--- src/rational_arith_unit_defines.svh ---
// Assertion macros for the rational arithmetic unit
`ifndef RATIONAL_ARITH_UNIT_DEFINES_SVH
`define RATIONAL_ARITH_UNIT_DEFINES_SVH

// Implication checked on every rising clock edge outside reset
`define RAU_ASSERT_IMP(lbl, clk, rst, ante, cons, msg) \
   lbl: assert property (@(posedge clk) disable iff (rst) (ante) |-> (cons)) \
      else $error(msg);

// Next-cycle implication checked outside reset
`define RAU_ASSERT_NEXT(lbl, clk, rst, ante, cons, msg) \
   lbl: assert property (@(posedge clk) disable iff (rst) (ante) |=> (cons)) \
      else $error(msg);

`endif

--- src/rau_pkg.sv ---
// ------------------------------------------------------------------
// rau_pkg
// Types and constants shared by the rational arithmetic unit.
// ------------------------------------------------------------------
`timescale 1ns / 1ps

package rau_pkg;

   localparam int OperandWidth = 32;
   localparam int ProdWidth    = 2 * OperandWidth;
   localparam int CntWidth     = $clog2(ProdWidth + 1);

   typedef enum logic [1:0] {
      FUNC_ADD = 2'd0,
      FUNC_SUB = 2'd1,
      FUNC_MUL = 2'd2,
      FUNC_DIV = 2'd3
   } func_type;

   typedef enum logic [1:0] {
      ST_OK       = 2'd0,
      ST_ZERO_DEN = 2'd1,
      ST_OVERFLOW = 2'd2
   } status_type;

   typedef struct packed {
      logic [1:0]  func;
      logic [31:0] num_a;
      logic [31:0] den_a;
      logic [31:0] num_b;
      logic [31:0] den_b;
   } req_type;

   typedef struct packed {
      logic [31:0] res_num;
      logic [30:0] res_den;
      logic [1:0]  status;
   } rsp_type;

   // Classified operation passed from front to back
   typedef struct packed {
      logic                  zero_den;
      logic [1:0]            func;
      logic                  na_neg;
      logic [OperandWidth:0] na_mag;
      logic                  da_neg;
      logic [OperandWidth:0] da_mag;
      logic                  nb_neg;
      logic [OperandWidth:0] nb_mag;
      logic                  db_neg;
      logic [OperandWidth:0] db_mag;
   } job_type;

   // Control handshake between queue and back end
   typedef struct packed {
      logic valid;
      logic take;
   } qctl_type;

   typedef enum logic [3:0] {
      S_IDLE, S_MUL1, S_MUL2, S_SUM, S_GCD, S_DIVN, S_DIVD, S_CHECK, S_EMIT
   } back_state_type;

endpackage

--- src/rau_front.sv ---
// ------------------------------------------------------------------
// rau_front
// Accepts an item, converts operands to sign/magnitude and flags a
// zero denominator.
// ------------------------------------------------------------------
`timescale 1ns / 1ps

module rau_front (
   input  rau_pkg::req_type req,
   output rau_pkg::job_type job
);
   import rau_pkg::*;

   logic [OperandWidth-1:0] na_w, da_w, nb_w, db_w;

   function automatic logic [OperandWidth:0] mag_of(input logic [OperandWidth-1:0] v);
      logic [OperandWidth:0] ext;
      ext = {1'b0, v};
      return v[OperandWidth-1] ? ((OperandWidth+1)'(1) << OperandWidth) - ext : ext;
   endfunction

   // Operand slices at the configured width
   assign na_w = req.num_a[OperandWidth-1:0];
   assign da_w = req.den_a[OperandWidth-1:0];
   assign nb_w = req.num_b[OperandWidth-1:0];
   assign db_w = req.den_b[OperandWidth-1:0];

   // Classification
   always_comb begin
      job.func   = req.func;
      job.na_neg = na_w[OperandWidth-1];
      job.da_neg = da_w[OperandWidth-1];
      job.nb_neg = nb_w[OperandWidth-1];
      job.db_neg = db_w[OperandWidth-1];
      job.na_mag = mag_of(na_w);
      job.da_mag = mag_of(da_w);
      job.nb_mag = mag_of(nb_w);
      job.db_mag = mag_of(db_w);
      job.zero_den = (da_w == '0) || (db_w == '0) ||
                     ((req.func == FUNC_DIV) && (nb_w == '0));
   end

endmodule

--- config.mk ---
export PLATFORM = sky130hd
export DESIGN_NAME = rau_front
export DESIGN_NICKNAME = d
export VERILOG_FILES = /design/src/rational_arith_unit_defines.svh /design/src/rau_pkg.sv /design/src/rau_front.sv
export SDC_FILE = /design/constraint.sdc
export NUM_CORES = 1
export LEC_CHECK = 0
export ABC_AREA = 1
export BUFFER_PORTS_ARGS = -buffer_cell sky130_fd_sc_hd__buf_4
export CAP_MARGIN = 20
export CORE_AREA = 2 2 133 135
export DETAILED_ROUTE_END_ITERATION = 8
export DIE_AREA = 0 0 135 137
export GPL_TIMING_DRIVEN = 1
export PLACE_DENSITY_LB_ADDON = 0.25
export SYNTH_ARGS = -nofsm -noshare
export SYNTH_HDL_FRONTEND = slang
export SYNTH_SLANG_ARGS = --single-unit
--- constraint.sdc ---
create_clock -name vclk -period 1.1
set_input_delay 0.055 -clock vclk [all_inputs]
set_output_delay 0.055 -clock vclk [all_outputs]
set_load 0.02 [all_outputs]
==> run metrics <==
status=finished, violations left; failing checks=setup timing; setup tns final=-5.213 ns; clock share of power=0; CP bufs+invs=4; share of layout cells above drive strength 1=0.6070; Synth area leaders=nand2_1, nor2_1, nand3_1; post-DP HPWL=15.91 mm; Gate power share=1.000; Cell Rows=48; number of antenna violations at the first check in global routing=0; Wirelength per Cell=13.51 um; post-synthesis cell count=917; most common cell after layout, fill and taps aside=buf_4; mapped cell area=4213 sq um; post-synthesis cell type count=26; Sequential Power Share=0; Final Util=0.5803; crit-path max FO=3; HP Start=req[96]; top cell family by delay on the critical path=simple AND/OR/NAND/NOR gates; num sequential=0; post-synthesis sequential area ratio=0; global-route wire length before repair=29.48 mm; Via density=4.596; Data required, critical path=1.04 ns; Crit Path Class=input port to output pin; vias in the first global route=6,315; CLK BUF=0; Core Region=17,060 sq um; start point of the critical path=req[0]; Tot GR Track Use=0.1894; sw frac=0.5337; Max-cap violations=0; grt ovf=0; Starting Density=0.2470; Critical Path Start Type=input port; Max Clk Rate=0.8060 GHz; Placer Congestion=0.9114; DRT Wirelength=20.78 mm; Die W=135 um; Setup-failing EPs final=89; Post-DP Area=7336 sq um; IO Port Bufs=265; leading area contributor after synthesis=nand2_1; Pre-Repair DR Iteration Count=5; die area=18,500 sq um; RSZ-0062 raised after global routing=true; leakage power=4.746 nW; power per cell area=432.7 nW/um^2; CP Cell Sequence=buf_8 > inv_6 > ha_4 > nand2_4 > nor2_4 > buf_6 > nand2_4 > nand2_4 > nand2_1 > nand2_1 > nand2_1 > buf_6; Total Power=4.283 mW; pin count of the biggest net entering global routing=31; maximum vdd drop=0.0003331 V; hold violation count in the final report=0; final worst slack=-0.1407 ns; DRC viols=0; critical path's slowest cell=ha_4; antenna-violating nets left=0; Reg area=0 sq um; ratio of final minimum period to clock period=1.128; P_sw=2.285 mW; YS warnings=0; area share of the largest cell type after synthesis=0.3315; DR vias=7,068; Ports=269; Initial DRC Count=216; Hold Crit Class=input port to output pin; Internal=1.997 mW; Inserted Diodes=0; Die Ht=137 um; Worst setup EP type=output pin; max-slew violation count=0; syn avg cell area=4.594 sq um; Tmin final=1.241 ns; crit path DAT=1.19 ns; nets=1,449; Crit path largest cell delay=0.17 ns; most frequent cells in the layout=buf_4, nand2_1, nor2_4, buf_6, nand2_2; Area Growth Syn to Fin=134.9%; final instance area=9897 sq um
[cell families after synthesis]
kind of cell             count (synthesis)  share of synthesized area
AND/OR/NAND/NOR                        710                     0.7107
buffers and inverters                  118                     0.1218
XOR/XNOR                                60                     0.1247
AO/OA/AOI/OAI                           24                    0.03000
adder cells (fa/ha/maj)                  4                    0.01188
other                                    1                  0.0008901
[what timing repair did]
| action | in CTS | in global routing |
|---|---|---|
| buffers inserted | 6 | 25 |
| pin swaps | 94 | 192 |
| hold buffers | 0 | 0 |
| gates resized for setup | 248 | 393 |
| cloned | 0 | 0 |
| endpoints found under the setup margin | 108 | 106 |
[stage by stage]
| step | setup slack [ns] | hold slack, ns | cells |
|---|---|---|---|
| 2_1_floorplan | -0.02934 | 0.2039 | 920 |
| 3_3_place_gp | -0.3278 | 0.3184 | 1509 |
| 3_5_place_dp | -0.3370 | 0.3184 | 1509 |
| 4_1_cts | -0.1145 | 0.3176 | 1514 |
| 5_1_grt | -0.2111 | 0.3282 | 1538 |
| 6_report | -0.1407 | 0.3206 | 1538 |
[final timing paths]
check | slack, ns | cells past startpoint | end
worst min-delay path | 0.32 | 2 | job[102]
worst max-delay path | -0.14 | 12 | job[20]
[cells in the mapped netlist, drive strengths merged]
library cell,count
clkinv,1
nand3b,10
inv,89
xnor2,34
nor2,225
o211ai,1
clkbuf,3
o21ai,21
xor2,26
buf,25
nor3,4
a21oi,2
nand3,79
nand2,386
ha,4
conb,1
nand4,6
[final cells by class]
cell class,instances,area (sq um)
fillers,1587,7159
multi-input cells,802,5528
repair buffers,421,3705
inverters,90,382.9
well taps,225,281.5
[routing by layer]
layer | vias to the layer above | global-route usage | wire [um]
li1 | 3583 | - | -
met1 | 3233 | 0.2513 | 8544
met2 | 213 | 0.3381 | 10700
met3 | 39 | 0.01259 | 987
met4 | 0 | 0.03819 | 543
met5 | - | 0 | 0
[power groups by stage]
| stage | Clock, mW | Combinational, mW | Sequential (mW) |
|---|---|---|---|
| CTS | 0 | 3.66 | 0 |
| global route | 0 | 4.55 | 0 |
| global placement | 0 | 3.32 | 0 |
| floorplan | 0 | 1.63 | 0 |
| finish | 0 | 4.28 | 0 |
| detailed placement | 0 | 3.33 | 0 |
No activity file was read; power rests on OpenSTA's default activity.
