===== config.mk =====
export PLATFORM = sky130hd
export DESIGN_NAME = rau_queue
export DESIGN_NICKNAME = d
export VERILOG_FILES = /design/src/rational_arith_unit_defines.svh /design/src/rau_pkg.sv /design/src/rau_queue.sv
export SDC_FILE = /design/constraint.sdc
export NUM_CORES = 1
export LEC_CHECK = 0
export BUFFER_PORTS_ARGS = -buffer_cell sky130_fd_sc_hd__buf_2
export CAP_MARGIN = 20
export CORE_MARGIN = 4
export CORE_UTILIZATION = 50
export CTS_CLUSTER_SIZE = 14
export DETAILED_ROUTE_END_ITERATION = 7
export GPL_TIMING_DRIVEN = 0
export PLACE_DENSITY = 0.76
export REMOVE_ABC_BUFFERS = 1
export SLEW_MARGIN = 30
export SYNTH_ARGS = -nofsm -noshare
export SYNTH_HDL_FRONTEND = slang
export SYNTH_SLANG_ARGS = --single-unit

===== constraint.sdc =====
create_clock -name clock -period 8.22 [get_ports clock]
set_clock_uncertainty 0.2 [all_clocks]
set_input_delay 0.822 -clock clock [delete_from_list [all_inputs] [get_ports clock]]
set_output_delay 0.822 -clock clock [all_outputs]
set_load 0.005 [all_outputs]

===== src/rational_arith_unit_defines.svh =====
// Assertion macros for the rational arithmetic unit
`ifndef RATIONAL_ARITH_UNIT_DEFINES_SVH
`define RATIONAL_ARITH_UNIT_DEFINES_SVH

// Implication checked on every rising clock edge outside reset
`define RAU_ASSERT_IMP(lbl, clk, rst, ante, cons, msg) \
   lbl: assert property (@(posedge clk) disable iff (rst) (ante) |-> (cons)) \
      else $error(msg);

// Next-cycle implication checked outside reset
`define RAU_ASSERT_NEXT(lbl, clk, rst, ante, cons, msg) \
   lbl: assert property (@(posedge clk) disable iff (rst) (ante) |=> (cons)) \
      else $error(msg);

`endif


===== src/rau_pkg.sv =====
// ------------------------------------------------------------------
// rau_pkg
// Types and constants shared by the rational arithmetic unit.
// ------------------------------------------------------------------
`timescale 1ns / 1ps

package rau_pkg;

   localparam int OperandWidth = 32;
   localparam int ProdWidth    = 2 * OperandWidth;
   localparam int CntWidth     = $clog2(ProdWidth + 1);

   typedef enum logic [1:0] {
      FUNC_ADD = 2'd0,
      FUNC_SUB = 2'd1,
      FUNC_MUL = 2'd2,
      FUNC_DIV = 2'd3
   } func_type;

   typedef enum logic [1:0] {
      ST_OK       = 2'd0,
      ST_ZERO_DEN = 2'd1,
      ST_OVERFLOW = 2'd2
   } status_type;

   typedef struct packed {
      logic [1:0]  func;
      logic [31:0] num_a;
      logic [31:0] den_a;
      logic [31:0] num_b;
      logic [31:0] den_b;
   } req_type;

   typedef struct packed {
      logic [31:0] res_num;
      logic [30:0] res_den;
      logic [1:0]  status;
   } rsp_type;

   // Classified operation passed from front to back
   typedef struct packed {
      logic                  zero_den;
      logic [1:0]            func;
      logic                  na_neg;
      logic [OperandWidth:0] na_mag;
      logic                  da_neg;
      logic [OperandWidth:0] da_mag;
      logic                  nb_neg;
      logic [OperandWidth:0] nb_mag;
      logic                  db_neg;
      logic [OperandWidth:0] db_mag;
   } job_type;

   // Control handshake between queue and back end
   typedef struct packed {
      logic valid;
      logic take;
   } qctl_type;

   typedef enum logic [3:0] {
      S_IDLE, S_MUL1, S_MUL2, S_SUM, S_GCD, S_DIVN, S_DIVD, S_CHECK, S_EMIT
   } back_state_type;

endpackage


===== src/rau_queue.sv =====
// ------------------------------------------------------------------
// rau_queue
// Two-entry queue holding classified items between front and back.
// ------------------------------------------------------------------
`timescale 1ns / 1ps

module rau_queue (
   input  logic             clock,
   input  logic             reset,
   input  logic             push,
   input  rau_pkg::job_type push_job,
   output logic             full,
   input  logic             pop,
   output rau_pkg::qctl_type ctl,
   output rau_pkg::job_type head
);
   import rau_pkg::*;

   job_type    mem_ff [2];
   logic       wr_ff, wr_in, rd_ff, rd_in;
   logic [1:0] cnt_ff, cnt_in;

   assign full      = (cnt_ff == 2'd2);
   assign ctl.valid = (cnt_ff != 2'd0);
   assign ctl.take  = pop;
   assign head      = mem_ff[rd_ff];

   // Pointer and count update
   always_comb begin
      wr_in  = wr_ff ^ push;
      rd_in  = rd_ff ^ pop;
      cnt_in = cnt_ff + {1'b0, push} - {1'b0, pop};
   end

   always_ff @(posedge clock) begin
      if (reset) begin
         wr_ff  <= 1'b0;
         rd_ff  <= 1'b0;
         cnt_ff <= 2'd0;
      end else begin
         wr_ff  <= wr_in;
         rd_ff  <= rd_in;
         cnt_ff <= cnt_in;
      end
   end

   // Storage
   always_ff @(posedge clock) begin
      if (push) mem_ff[wr_ff] <= push_job;
   end

endmodule


==> flow_metrics.tcl <==
set metrics [dict create \
    status "finished, final reports clean" \
    synth_top_family_by_area "multiplexers" \
    power_density_nw_per_um2 245 \
    ys_seq_area_frac 0.791 \
    io_buffer_count 284 \
    synth_mux_area_frac 0.182 \
    grt_usage 0.163 \
    syn_inst 453 \
    crit_start "rd_ff" \
    synth_most_common_cell "edfxtp_1" \
    synth_xor_area_frac 0.00293 \
    dp_cells 1005 \
    drive_above_1_share 0.609 \
    die_h_um 154 \
    gr-total-overflow 0 \
    synth_cell_types 15 \
    synth_top_area_frac 0.783 \
    gp_congestion 0.816 \
    grt_first_pass_wirelength_mm 30.9 \
    timing.rr.start "wr_ff" \
    crit_arrival_ps 2180 \
    slowest_stage "dfxtp_4" \
    synth_area_per_cell_um2 23.5 \
    synth_edf_count 278 \
    first_pass_iters 4 \
    dpl-instance-area_um2 12500 \
    reg2reg_to "mem_ff[0][82]" \
    drtIter0Drc 233 \
    cts_tree "done" \
    cp_max_fo 31 \
    endpoint_kind "output port" \
    cp_top_family "buffers and inverters" \
    antenna_cells 0 \
    p_leak_nw 5.26 \
    slew_headroom 0.736 \
    fp-row-count 53 \
    ant_nets 0 \
    setup_viol 0 \
    area_growth_pct 25.7 \
    grt_max_degree 51 \
    layout.cells.non_filler 1057 \
    synth-main-ff-cell "edfxtp_1" \
    criticalPathCategory "flip-flop to output port" \
    r2r_setup_slack_ps 6290 \
    slowest_delay_ps 600 \
    die_w_um 154 \
    io_pins 285 \
    drv_slew 0 \
    fp.dieArea_um2 23700 \
    critPathBufInv 3 \
    min_path_cells 1 \
    crit_path_cell_trace "buf_12 > buf_12 > mux2_2 > buf_2" \
    core_um2 21000 \
    synth_area_um2 10700 \
    final_cell_area_um2 13400 \
    max-cap-violations 0 \
    drc 0 \
    nets 908 \
    clk_pin_slew_ps 60 \
    finalCriticalPeriod_ps 3210 \
    wl_mm 20.1 \
    ir_worst_vdd_mv 0.239 \
    initial_utilization 0.507 \
    grt_pass1_vias 5682 \
    cts_buffers 29 \
    ys_warn_count 0 \
    synth_simple_gate_area_frac 0.00282 \
    via_per_inst 4.99 \
    clock_latency_ps 530 \
    num_vias 5276 \
    holdPathEnd "mem_ff[1][25]" \
    fmax_mhz 312 \
    tightest_slew_ps 396 \
    ctsResizeCount 0 \
    synth.area.top_cells "edfxtp_1, mux2_4, mux2_2" \
    cts_root_buffer "clkbuf_16" \
    dpl.hpwl_mm 14.1 \
    r2r_cells 4 \
    clock_path_buffers 3 \
    tns_ps 0 \
    ys_async_sr_fraction 0 \
    yosys_register_bits 282 \
    synth_top_area_cell "edfxtp_1" \
    avgRoutedWirePerCell_um 19.0 \
    synthAdderAreaFrac 0.00470 \
    required_ps 7200 \
    cts_setup_buffers 0 \
    start_kind "flip-flop" \
    cpMostUsedCell "buf_12" \
    synthTopCellsByCount "edfxtp_1, mux2_4, mux2_2" \
    synth-compound-area-share 0 \
    period_share 0.390 \
    rsz0062_at_grt "false" \
    antenna_found_initial 3 \
    cts_max_level 1 \
    hold_viol 0 \
    postCtsHoldBufs 0 \
    cts.sinks 282 \
    min_path_type "primary input to flip-flop" \
    min-delay-start "push_job[25]" \
]
==> worst register-to-register path: stages (launching register included) <==
cell     delay, ps
dfxtp_1        330
inv_1           90
ha_4           380
buf_12         290
buf_16         300
==> final cells by class <==
type / count / area (µm²)
Sequential cell: 282 / 8430
Fill cell: 1451 / 7630
Multi-Input combinational cell: 151 / 2080
Timing Repair Buffer: 294 / 1640
Clock buffer: 35 / 748
Tap cell: 275 / 344
Clock inverter: 17 / 138
Inverter: 3 / 11.3
==> cells by family (layout without fill, tap and decap cells) <==
logic type    after synthesis  count (layout)
fa+ha+maj                   4               4
buf+inv                    20             349
xor+xnor                    2               2
mux                       139             139
flops                     282             282
simple gates                6               6
==> per-layer routing <==
metal  GRT usage  up-vias  share of wire
li1            -     2424              -
met1       0.196     2581           0.38
met2       0.282      222           0.50
met3      0.0571       43          0.095
met4      0.0437        6          0.023
met5           0        -         0.0017
==> cells in the final DEF, fill, tap and decap left out, drive strengths merged <==
cell type / n
nor2: 3
xnor2: 1
clkbuf: 35
buf: 294
bufinv: 2
xnor3: 1
clkinv: 13
mux2: 139
edfxtp: 278
nor2b: 2
inv: 5
dfxtp: 4
or2: 1
ha: 4
==> report_power, final <==
part	internal [mW]	total, mW	switching (mW)
Sequential	1.68	1.71	0.0275
Clock	0.708	1.21	0.501
Combinational	0.207	0.371	0.164
==> per-stage QoR <==
stage               utilization  hold slack, ps  total power, mW  setup WS [ps]
floorplan                     -             319             1.98           1820
global placement          0.583             328             2.14            162
detailed placement        0.595             410             2.11           5560
CTS                       0.637             249             3.33           4970
global route              0.637             250             3.43           4920
finish                    0.637             278             3.29           5010
==> worst max-delay path by stage <==
stage | to | slack (ps) | cells after the start
finish | head[0] | 5010 | 4
global route | head[0] | 4920 | 4
CTS | head[24] | 4970 | 4
detailed placement | head[0] | 5560 | 4
global placement | head[10] | 160 | 2
floorplan | head[0] | 1820 | 1
==> registers in the layout (all words and copies together) (netlist names) <==
signal	cells
mem_ff	278
wr_ff	1
cnt_ff	2
rd_ff	1
(Power assumes the default switching activity.)
